==> config.mk <==
export PLATFORM = sky130hd
export DESIGN_NAME = debounced_edge_rate_counter
export DESIGN_NICKNAME = d
export VERILOG_FILES = /design/src/sv/derc_pkg.sv /design/src/sv/debounced_edge_rate_counter.sv /design/src/sv/derc_ram.sv /design/src/sv/derc_datapath.sv /design/src/sv/derc_ctrl.sv
export SDC_FILE = /design/constraint.sdc
export NUM_CORES = 1
export LEC_CHECK = 0
export BUFFER_PORTS_ARGS = -buffer_cell sky130_fd_sc_hd__buf_2
export CAP_MARGIN = 20
export CELL_PAD_IN_SITES_DETAIL_PLACEMENT = 1
export CELL_PAD_IN_SITES_GLOBAL_PLACEMENT = 2
export CORE_UTILIZATION = 47
export CTS_BUF_LIST = sky130_fd_sc_hd__clkbuf_4
export DETAILED_ROUTE_END_ITERATION = 8
export HOLD_SLACK_MARGIN = 0.02
export PLACE_DENSITY_LB_ADDON = 0.1
export RECOVER_POWER = 25
export SYNTH_ARGS = -nofsm -noshare
export SYNTH_HDL_FRONTEND = slang
export SYNTH_SLANG_ARGS = --single-unit
==> constraint.sdc <==
create_clock -name i_clk -period 6.5 [get_ports i_clk]
set_input_delay 0.325 -clock i_clk [delete_from_list [all_inputs] [get_ports i_clk]]
set_output_delay 0.325 -clock i_clk [all_outputs]
set_load 0.02 [all_outputs]
==> src/sv/derc_pkg.sv <==
// Shared constants and controller/datapath interface types.
package derc_pkg;

    localparam int HISTORY_DEPTH = 16;
    localparam int IDX_W         = $clog2(HISTORY_DEPTH);
    localparam int FILL_W        = $clog2(HISTORY_DEPTH + 1);

    localparam int RATE_SCALE    = 10000;
    localparam int NUM_W         = $clog2(RATE_SCALE * HISTORY_DEPTH + 1);
    localparam int QW            = (NUM_W > 16) ? NUM_W : 17;
    localparam int DCNT_W        = $clog2(NUM_W);

    localparam int TIME_W        = 32;
    localparam int CFG_IDX_W     = 2;
    localparam int CFG_DATA_W    = 16;

    localparam logic [CFG_IDX_W-1:0] CFG_DEBOUNCE   = 2'd0;
    localparam logic [CFG_IDX_W-1:0] CFG_WINDOW     = 2'd1;
    localparam logic [CFG_IDX_W-1:0] CFG_FALLING    = 2'd2;
    localparam logic [CFG_IDX_W-1:0] CFG_INIT_LEVEL = 2'd3;

    localparam logic [1:0] CMD_SAMPLE = 2'd0;
    localparam logic [1:0] CMD_CLEAR  = 2'd1;
    localparam logic [1:0] CMD_QUERY  = 2'd2;

    localparam logic [15:0] RST_DEBOUNCE = 16'd50;
    localparam logic [15:0] RST_WINDOW   = 16'd1000;
    localparam logic        RST_FALLING  = 1'b1;
    localparam logic        RST_LEVEL    = 1'b1;
    localparam logic [15:0] SAT_MAX      = 16'hFFFF;

    typedef struct packed {
        logic load_in;
        logic exec;
        logic walk_step;
        logic walk_cmp;
        logic mul;
        logic div_step;
        logic fin;
        logic load_out;
    } t_ctl_cmd;

    typedef struct packed {
        logic is_query;
        logic fill_zero;
        logic walk_done;
        logic div_done;
        logic out_free;
    } t_ctl_sts;

endpackage

==> src/sv/debounced_edge_rate_counter.sv <==
// Top level: debounced edge counter with sliding-window rate query.
//
//   channel   direction  handshake                  payload
//   in        input      i_in_valid / o_in_stall    i_command, i_raw_level, i_now_ms
//   out       output     o_out_valid / i_out_stall  o_edge_counted, o_stable_now,
//                                                   o_hits, o_rate_x10
//   cfg       input      i_cfg_we                   i_cfg_index, i_cfg_data
//
// One word at a time. Sample, clear and unused commands, and a query on an empty
// ring, go from execute straight to output. Other queries walk k ring entries (one
// ring RAM read a cycle), then NUM_W = 18 divider steps, one quotient bit a cycle.
// Reset is synchronous; no clearing pass, the ring is only read where written.
// The output register holds a finished word under stall; the next word waits for it.
module debounced_edge_rate_counter (
    input  logic                             i_clk,
    input  logic                             i_rst_n,
    input  logic                             i_cfg_we,
    input  logic [derc_pkg::CFG_IDX_W-1:0]   i_cfg_index,
    input  logic [derc_pkg::CFG_DATA_W-1:0]  i_cfg_data,
    input  logic                             i_in_valid,
    output logic                             o_in_stall,
    input  logic [1:0]                       i_command,
    input  logic                             i_raw_level,
    input  logic [derc_pkg::TIME_W-1:0]      i_now_ms,
    output logic                             o_out_valid,
    input  logic                             i_out_stall,
    output logic                             o_edge_counted,
    output logic                             o_stable_now,
    output logic [15:0]                      o_hits,
    output logic [15:0]                      o_rate_x10
);

    derc_pkg::t_ctl_cmd ctl;
    derc_pkg::t_ctl_sts sts;

    derc_ctrl u_ctrl (
        .i_clk      (i_clk),
        .i_rst_n    (i_rst_n),
        .i_in_valid (i_in_valid),
        .o_in_stall (o_in_stall),
        .i_sts      (sts),
        .o_ctl      (ctl)
    );

    derc_datapath u_dp (
        .i_clk          (i_clk),
        .i_rst_n        (i_rst_n),
        .i_cfg_we       (i_cfg_we),
        .i_cfg_index    (i_cfg_index),
        .i_cfg_data     (i_cfg_data),
        .i_command      (i_command),
        .i_raw_level    (i_raw_level),
        .i_now_ms       (i_now_ms),
        .i_ctl          (ctl),
        .o_sts          (sts),
        .i_out_stall    (i_out_stall),
        .o_out_valid    (o_out_valid),
        .o_edge_counted (o_edge_counted),
        .o_stable_now   (o_stable_now),
        .o_hits         (o_hits),
        .o_rate_x10     (o_rate_x10)
    );

endmodule

==> src/sv/derc_ram.sv <==
// Generic single-write, single-read RAM with registered read data.
module derc_ram #(
    parameter int WIDTH = 32,
    parameter int DEPTH = 16
) (
    input  logic                     i_clk,
    input  logic                     i_we,
    input  logic [$clog2(DEPTH)-1:0] i_waddr,
    input  logic [WIDTH-1:0]         i_wdata,
    input  logic [$clog2(DEPTH)-1:0] i_raddr,
    output logic [WIDTH-1:0]         o_rdata
);

    logic [WIDTH-1:0] r_mem [DEPTH];
    logic [WIDTH-1:0] r_rdata;

    always_ff @(posedge i_clk) begin
        if (i_we) begin
            r_mem[i_waddr] <= i_wdata;
        end
        r_rdata <= r_mem[i_raddr];
    end

    assign o_rdata = r_rdata;

endmodule

==> src/sv/derc_datapath.sv <==
// Datapath: config, debounce state, edge ring, walk counter, divider, output word.
module derc_datapath (
    input  logic                             i_clk,
    input  logic                             i_rst_n,
    input  logic                             i_cfg_we,
    input  logic [derc_pkg::CFG_IDX_W-1:0]   i_cfg_index,
    input  logic [derc_pkg::CFG_DATA_W-1:0]  i_cfg_data,
    input  logic [1:0]                       i_command,
    input  logic                             i_raw_level,
    input  logic [derc_pkg::TIME_W-1:0]      i_now_ms,
    input  derc_pkg::t_ctl_cmd               i_ctl,
    output derc_pkg::t_ctl_sts               o_sts,
    input  logic                             i_out_stall,
    output logic                             o_out_valid,
    output logic                             o_edge_counted,
    output logic                             o_stable_now,
    output logic [15:0]                      o_hits,
    output logic [15:0]                      o_rate_x10
);

    localparam int IDX_W  = derc_pkg::IDX_W;
    localparam int FILL_W = derc_pkg::FILL_W;
    localparam int NUM_W  = derc_pkg::NUM_W;
    localparam int QW     = derc_pkg::QW;
    localparam int DCNT_W = derc_pkg::DCNT_W;
    localparam int TIME_W = derc_pkg::TIME_W;
    localparam logic [IDX_W-1:0]  IDX_LAST = IDX_W'(derc_pkg::HISTORY_DEPTH - 1);
    localparam logic [FILL_W-1:0] FILL_MAX = FILL_W'(derc_pkg::HISTORY_DEPTH);

    // configuration
    logic [15:0]       r_debounce;
    logic [15:0]       r_window;
    logic              r_falling;

    // latched input word
    logic [1:0]        r_cmd;
    logic              r_raw;
    logic [TIME_W-1:0] r_now;

    // debounce and hit state
    logic              r_stable;
    logic              r_last_raw;
    logic [TIME_W-1:0] r_chg_time;
    logic [15:0]       r_hits;
    logic [IDX_W-1:0]  r_head;
    logic [FILL_W-1:0] r_fill;
    logic              r_counted;

    // query walk and divider
    logic [IDX_W-1:0]  r_ptr;
    logic [FILL_W-1:0] r_n;
    logic [TIME_W-1:0] r_cutoff;
    logic [NUM_W-1:0]  r_quo;
    logic [15:0]       r_rem;
    logic [DCNT_W-1:0] r_dcnt;
    logic [15:0]       r_rate;

    // output word
    logic              r_out_valid;
    logic              r_o_counted;
    logic              r_o_stable;
    logic [15:0]       r_o_hits;
    logic [15:0]       r_o_rate;

    logic              dbc_elapsed;
    logic              edge_hit;
    logic              do_sample;
    logic              do_edge;
    logic [TIME_W-1:0] ram_q;
    logic              walk_ge;
    logic [16:0]       div_sh;
    logic [16:0]       div_diff;
    logic              div_ge;
    logic [QW-1:0]     quo_ext;
    logic [15:0]       rate_fin;

    assign dbc_elapsed = (r_now - r_chg_time) >= TIME_W'(r_debounce);
    assign edge_hit    = r_falling ? (r_stable & ~r_raw) : (~r_stable & r_raw);
    // a sample that holds its raw level, differs from stable and has outlasted the debounce
    assign do_sample   = i_ctl.exec && (r_cmd == derc_pkg::CMD_SAMPLE)
                         && (r_raw == r_last_raw) && (r_raw != r_stable) && dbc_elapsed;
    assign do_edge     = do_sample && edge_hit;

    derc_ram #(
        .WIDTH (TIME_W),
        .DEPTH (derc_pkg::HISTORY_DEPTH)
    ) u_ring (
        .i_clk   (i_clk),
        .i_we    (do_edge),
        .i_waddr (r_head),
        .i_wdata (r_now),
        .i_raddr (r_ptr),
        .o_rdata (ram_q)
    );

    assign walk_ge  = ram_q >= r_cutoff;

    assign div_sh   = {r_rem, r_quo[NUM_W-1]};
    assign div_diff = div_sh - {1'b0, r_window};
    assign div_ge   = div_sh >= {1'b0, r_window};

    assign quo_ext  = QW'(r_quo);

    always_comb begin
        if (r_window == 16'd0) begin
            rate_fin = (r_n != '0) ? derc_pkg::SAT_MAX : 16'd0;
        end else if (quo_ext > QW'(derc_pkg::SAT_MAX)) begin
            rate_fin = derc_pkg::SAT_MAX;
        end else begin
            rate_fin = 16'(quo_ext);
        end
    end

    // config registers; initial_level has no stored effect, reset always takes the default
    always_ff @(posedge i_clk) begin
        if (!i_rst_n) begin
            r_debounce <= derc_pkg::RST_DEBOUNCE;
            r_window   <= derc_pkg::RST_WINDOW;
            r_falling  <= derc_pkg::RST_FALLING;
        end else if (i_cfg_we) begin
            unique case (i_cfg_index)
                derc_pkg::CFG_DEBOUNCE:   r_debounce <= i_cfg_data;
                derc_pkg::CFG_WINDOW:     r_window   <= i_cfg_data;
                derc_pkg::CFG_FALLING:    r_falling  <= i_cfg_data[0];
                derc_pkg::CFG_INIT_LEVEL: ;
                default: ;
            endcase
        end
    end

    // input latch and per-word flags
    always_ff @(posedge i_clk) begin
        if (i_ctl.load_in) begin
            r_cmd     <= i_command;
            r_raw     <= i_raw_level;
            r_now     <= i_now_ms;
            r_counted <= 1'b0;
            r_rate    <= 16'd0;
        end else begin
            if (do_edge) begin
                r_counted <= 1'b1;
            end
            if (i_ctl.fin) begin
                r_rate <= rate_fin;
            end
        end
    end

    // debounce state, hit total and ring pointers
    always_ff @(posedge i_clk) begin
        if (!i_rst_n) begin
            r_stable   <= derc_pkg::RST_LEVEL;
            r_last_raw <= derc_pkg::RST_LEVEL;
            r_chg_time <= '0;
            r_hits     <= 16'd0;
            r_head     <= '0;
            r_fill     <= '0;
        end else if (i_ctl.exec) begin
            if (r_cmd == derc_pkg::CMD_SAMPLE) begin
                if (r_raw != r_last_raw) begin
                    r_last_raw <= r_raw;
                    r_chg_time <= r_now;
                end else if (do_sample) begin
                    r_stable <= r_raw;
                end
                if (do_edge) begin
                    if (r_hits != derc_pkg::SAT_MAX) begin
                        r_hits <= r_hits + 16'd1;
                    end
                    r_head <= (r_head == IDX_LAST) ? '0 : r_head + 1'b1;
                    if (r_fill != FILL_MAX) begin
                        r_fill <= r_fill + 1'b1;
                    end
                end
            end else if (r_cmd == derc_pkg::CMD_CLEAR) begin
                r_hits <= 16'd0;
                r_head <= '0;
                r_fill <= '0;
            end
        end
    end

    // ring walk, newest first; read data is registered, so it lags the pointer
    always_ff @(posedge i_clk) begin
        if (i_ctl.exec) begin
            r_ptr    <= (r_head == '0) ? IDX_LAST : r_head - 1'b1;
            r_n      <= '0;
            r_cutoff <= r_now - TIME_W'(r_window);
        end else begin
            if (i_ctl.walk_step) begin
                r_ptr <= (r_ptr == '0) ? IDX_LAST : r_ptr - 1'b1;
            end
            if (i_ctl.walk_cmp && walk_ge) begin
                r_n <= r_n + 1'b1;
            end
        end
    end

    // restoring divider, one quotient bit a cycle
    always_ff @(posedge i_clk) begin
        if (i_ctl.mul) begin
            r_quo  <= NUM_W'(r_n * derc_pkg::RATE_SCALE);
            r_rem  <= 16'd0;
            r_dcnt <= '0;
        end else if (i_ctl.div_step) begin
            r_quo  <= {r_quo[NUM_W-2:0], div_ge};
            r_rem  <= div_ge ? div_diff[15:0] : div_sh[15:0];
            r_dcnt <= r_dcnt + 1'b1;
        end
    end

    // output word register
    always_ff @(posedge i_clk) begin
        if (!i_rst_n) begin
            r_out_valid <= 1'b0;
        end else if (i_ctl.load_out) begin
            r_out_valid <= 1'b1;
        end else if (!i_out_stall) begin
            r_out_valid <= 1'b0;
        end
    end

    always_ff @(posedge i_clk) begin
        if (i_ctl.load_out) begin
            r_o_counted <= r_counted;
            r_o_stable  <= r_stable;
            r_o_hits    <= r_hits;
            r_o_rate    <= r_rate;
        end
    end

    assign o_sts.is_query  = (r_cmd == derc_pkg::CMD_QUERY);
    assign o_sts.fill_zero = (r_fill == '0);
    assign o_sts.walk_done = !walk_ge || (FILL_W'(r_n + 1'b1) == r_fill);
    assign o_sts.div_done  = (r_dcnt == DCNT_W'(NUM_W - 1));
    assign o_sts.out_free  = !r_out_valid || !i_out_stall;

    assign o_out_valid    = r_out_valid;
    assign o_edge_counted = r_o_counted;
    assign o_stable_now   = r_o_stable;
    assign o_hits         = r_o_hits;
    assign o_rate_x10     = r_o_rate;

endmodule

==> src/sv/derc_ctrl.sv <==
// Controller: sequences one word through execute, ring walk, divide and output.
module derc_ctrl (
    input  logic               i_clk,
    input  logic               i_rst_n,
    input  logic               i_in_valid,
    output logic               o_in_stall,
    input  derc_pkg::t_ctl_sts i_sts,
    output derc_pkg::t_ctl_cmd o_ctl
);

    localparam logic [2:0] S_IDLE = 3'd0;
    localparam logic [2:0] S_EXEC = 3'd1;
    localparam logic [2:0] S_RD   = 3'd2;
    localparam logic [2:0] S_CMP  = 3'd3;
    localparam logic [2:0] S_MUL  = 3'd4;
    localparam logic [2:0] S_DIV  = 3'd5;
    localparam logic [2:0] S_FIN  = 3'd6;
    localparam logic [2:0] S_DONE = 3'd7;

    logic [2:0] r_state;
    logic [2:0] n_state;

    always_comb begin
        n_state = r_state;
        o_ctl   = '0;
        unique case (r_state)
            S_IDLE: begin
                if (i_in_valid) begin
                    o_ctl.load_in = 1'b1;
                    n_state       = S_EXEC;
                end
            end
            S_EXEC: begin
                o_ctl.exec = 1'b1;
                // empty ring answers zero straight away
                n_state = (i_sts.is_query && !i_sts.fill_zero) ? S_RD : S_DONE;
            end
            S_RD: begin
                o_ctl.walk_step = 1'b1;
                n_state         = S_CMP;
            end
            S_CMP: begin
                o_ctl.walk_step = 1'b1;
                o_ctl.walk_cmp  = 1'b1;
                if (i_sts.walk_done) begin
                    n_state = S_MUL;
                end
            end
            S_MUL: begin
                o_ctl.mul = 1'b1;
                n_state   = S_DIV;
            end
            S_DIV: begin
                o_ctl.div_step = 1'b1;
                if (i_sts.div_done) begin
                    n_state = S_FIN;
                end
            end
            S_FIN: begin
                o_ctl.fin = 1'b1;
                n_state   = S_DONE;
            end
            S_DONE: begin
                if (i_sts.out_free) begin
                    o_ctl.load_out = 1'b1;
                    n_state        = S_IDLE;
                end
            end
            default: n_state = S_IDLE;
        endcase
    end

    always_ff @(posedge i_clk) begin
        if (!i_rst_n) begin
            r_state <= S_IDLE;
        end else begin
            r_state <= n_state;
        end
    end

    assign o_in_stall = (r_state != S_IDLE);

endmodule

==> flow_summary.toml <==
[floorplanning]
rows = 100
fp.dieW_um = 277
core-area_um2 = 74700
die_area_um2 = 76800
ioPinCount = 94
initial_core_util = 0.476
die_h_um = 277

[clocking]
root_buffer = "clkbuf_4"
htree_levels = 4
path_clk_slew_ps = 70
cts_buffer_depth = 3
cts_num_sinks = 806
cts_tree = "done"
cts_made_buffers = 208
post_cts_buffers = 0
clk_latency_ps = 1060

[setup_path]
cp.required_ps = 7260
path_max_fanout = 20
end_kind = "register"
worstPathCellList = "clkbuf_1 > ha_1 > a21oi_2 > and3_4 > nor2_1 > xor2_1 > ha_1 > a21o_1 > nand2_1 > o2111a_1 > o311ai_0 > nor4_1 > nand4b_1 > nor4_1 > nand4_1 > and3_1 > and3_2 > buf_12"
cp-start-kind = "register"
slowest_stage = "clkbuf_1"
r2r_end = "u_dp.u_ring.r_mem[6][9]$_DFFE_PP_"
reg2reg_depth = 18
crit_path_start = "u_dp.r_now[13]$_DFFE_PP_"
r2r_setup_slack_ps = 580
r2r_start = "u_dp.r_now[13]$_DFFE_PP_"
cpPeakStageDelay_ps = 830
arrival_ps = 6670
critPathKind = "reg2reg"

[grt]
grt_use_total = 0.268
antenna_found_initial = 12
grt_overflow = 0
grt_pass1_wl_um = 152000
grt_max_degree = 131
grt_pass1_vias = 24700

[placed_design]
gp_congestion = 0.847
dpl_cell_area_um2 = 37500
dp_hpwl_um = 69500
port-buffer-count = 93

[worst_hold_path]
hp-start = "i_out_stall"
hold_path.class = "in2reg"
hold_depth = 4
worst_hold_path.endpoint = "u_dp.o_out_valid$_SDFFE_PN0P_"

[power_and_ir_drop]
p_leak_nw = 15.0
powerDensity_nw_per_um2 = 373
vdd_ir_drop_max_mv = 0.345

[synthesis]
synth_warnings = 0
synth_cell_types = 84
ys_seq_area_frac = 0.631
syn-cell-area_um2 = 35600
synth_flop_cell = "edfxtp_1"
syn_inst = 2496
syn_nets = 2713
yosys_register_bits = 806
synth_area_per_cell_um2 = 14.3
async_flop_share = 0
synth-edff-count = 631

[sta]
drv_slew = 0
fin_crit_sh = 0.910
setup_tns_ps = 0
setup_viol = 0
rsz0062_at_grt = "false"
skew_ps = 86.6
tightest_slew_ps = 1380
finalCriticalPeriod_ps = 5920
max-slew-margin-rel = 0.0778
hold_viol = 0
max_clock_freq_ghz = 0.169

[drt]
remaining_drc_errors = 0
via_per_inst = 5.76
wl_um = 101000
routed-via-count = 23200
ant_nets = 0
wl_per_cell_um = 25.1
first_pass_iters = 5
drt_first_iter_violations = 1771

[run_status]
outcome = "finished, final reports clean"

[layout]
area_growth_pct = 16.3
finish.instance_area_um2 = 41400
drive_above_1_share = 0.222
fin_nets = 3103

[job]
maxCapViolations = 0
worst max path at each step:
stage	cells after the start	end	slack, ps
final	18	u_dp.u_ring.r_mem[6][9]$_DFFE_PP_	580
after global placement	19	u_dp.u_ring.r_mem[7][17]$_DFFE_PP_	860
after CTS	19	u_dp.u_ring.r_mem[6][12]$_DFFE_PP_	620
after floorplan	22	u_dp.u_ring.r_mem[10][0]$_DFFE_PP_	1430
after detailed placement	19	u_dp.u_ring.r_mem[1][18]$_DFFE_PP_	650
after global routing	19	u_dp.u_ring.r_mem[6][9]$_DFFE_PP_	140
layout by cell type (no fill, tap or decap), drive strengths merged, types with 117 or more instances in the layout:
cell type | netlist | layout
a21oi | 163 | 163
buf | 24 | 126
dfxtp | 175 | 175
edfxtp | 631 | 631
inv | 146 | 150
o21ai | 123 | 123
ha | 152 | 152
mux4 | 160 | 160
dlygate4sd3 | 0 | 117
clkbuf | 70 | 347
nand2 | 244 | 244
flip-flops by register name, summed over array words and instances (netlist names), 16 cells and up:
name and cells:
u_dp.u_ring.r_mem 512, u_dp.o_hits 16, u_dp.r_chg_time 32, u_dp.r_rem 16
u_dp.quo_ext 18, u_dp.u_ring.o_rdata 32, u_dp.r_hits 16, u_dp.r_cutoff 32
u_dp.r_now 32, u_dp.r_rate 16, u_dp.r_debounce 16, u_dp.r_window 16
u_dp.o_rate_x10 16
cell families (layout without fill, tap and decap cells):
group                      after synthesis  after routing  synth area share
xor gates and xnor gates                77             77            0.0190
DFF                                    806            806             0.631
buffers and inverters                  241            804            0.0262
muxes                                  188            188             0.109
adders and majority gates              159            159            0.0574
AOI/OAI and AO/OA                      458            458            0.0795
and+or+nand+nor                        567            567            0.0774
other                                    0              2                 0
final cells by class:
class	count	area [µm²]
fill	7457	33300
antenna	2	5.00
multi-input combinational	1449	12200
sequential	806	22500
timing repair buffer	274	2170
tap	969	1210
clock buffer	316	2370
clock inverter	67	377
inverter	147	552
Yosys cell counts, types with 6 or more instances:
library cell | instances | share of area
edfxtp_1 | 631 | 0.53
nand2_1 | 242 | 0.026
dfxtp_1 | 175 | 0.098
a21oi_1 | 161 | 0.023
mux4_2 | 160 | 0.10
ha_1 | 152 | 0.053
inv_1 | 145 | 0.015
o21ai_0 | 111 | 0.016
nor2_1 | 93 | 0.0098
clkbuf_1 | 70 | 0.0074
xnor2_1 | 44 | 0.011
a21o_1 | 38 | 0.0080
nand3_1 | 33 | 0.0046
xor2_1 | 33 | 0.0081
nand4_1 | 29 | 0.0051
and3_1 | 27 | 0.0047
mux2i_1 | 25 | 0.0070
o211ai_1 | 25 | 0.0053
nor3_1 | 23 | 0.0032
nand2b_1 | 21 | 0.0037
nor4_1 | 17 | 0.0030
o21a_1 | 15 | 0.0032
nor2b_1 | 14 | 0.0025
a31oi_1 | 12 | 0.0021
buf_1 | 12 | 0.0013
and2_1 | 11 | 0.0019
o21ai_1 | 11 | 0.0015
or3_1 | 11 | 0.0019
a211oi_1 | 10 | 0.0021
buf_2 | 10 | 0.0014
a22o_1 | 9 | 0.0022
or2_2 | 9 | 0.0016
or4_1 | 9 | 0.0019
fa_1 | 7 | 0.0039
o21bai_1 | 6 | 0.0013
worst max-delay path, delay by kind of cell (launching register included):
kind / cells / cell delay [ps]
adder cells (fa/ha/maj): 2 / 810
AO/OA/AOI/OAI: 4 / 810
XOR/XNOR: 1 / 170
AND/OR/NAND/NOR: 9 / 2390
flip-flops: 1 / 350
buffers and inverters: 2 / 1080
power breakdown:
group | total [W] | leakage [nW] | internal, W | switching [W]
registers | 0.00638 | 7.16 | 0.00615 | 0.000231
logic | 0.00459 | 6.19 | 0.00187 | 0.00272
clock network | 0.00447 | 1.63 | 0.00234 | 0.00213
total | 0.0154 | 15.0 | 0.0104 | 0.00508
through the flow:
| stage | cells | util | hold slack, ps | worst slack (ps) | power, W |
|---|---|---|---|---|---|
| 4_1_cts | 4027 | 0.555 | 22.3 | 624 | 0.0156 |
| 6_report | 4030 | 0.554 | 160 | 584 | 0.0154 |
| 3_3_place_gp | 3526 | 0.502 | 412 | 864 | 0.0110 |
| 2_1_floorplan | 2496 | - | 403 | 1430 | 0.00945 |
| 5_1_grt | 4029 | 0.554 | 106 | 145 | 0.0162 |
| 3_5_place_dp | 3527 | 0.502 | 413 | 647 | 0.0110 |
layer usage:
layer / global-route usage / share of wire
met1: 0.364 / 0.42
met2: 0.416 / 0.47
met3: 0.0691 / 0.080
met4: 0.0970 / 0.029
met5: 0 / 0
repair_timing:
item / in CTS / in global routing
hold buffers: 117 / 0
hold endpoints to repair: 110 / 0
gates resized for setup: 0 / 0
No activity file was read; power rests on OpenSTA's default activity.
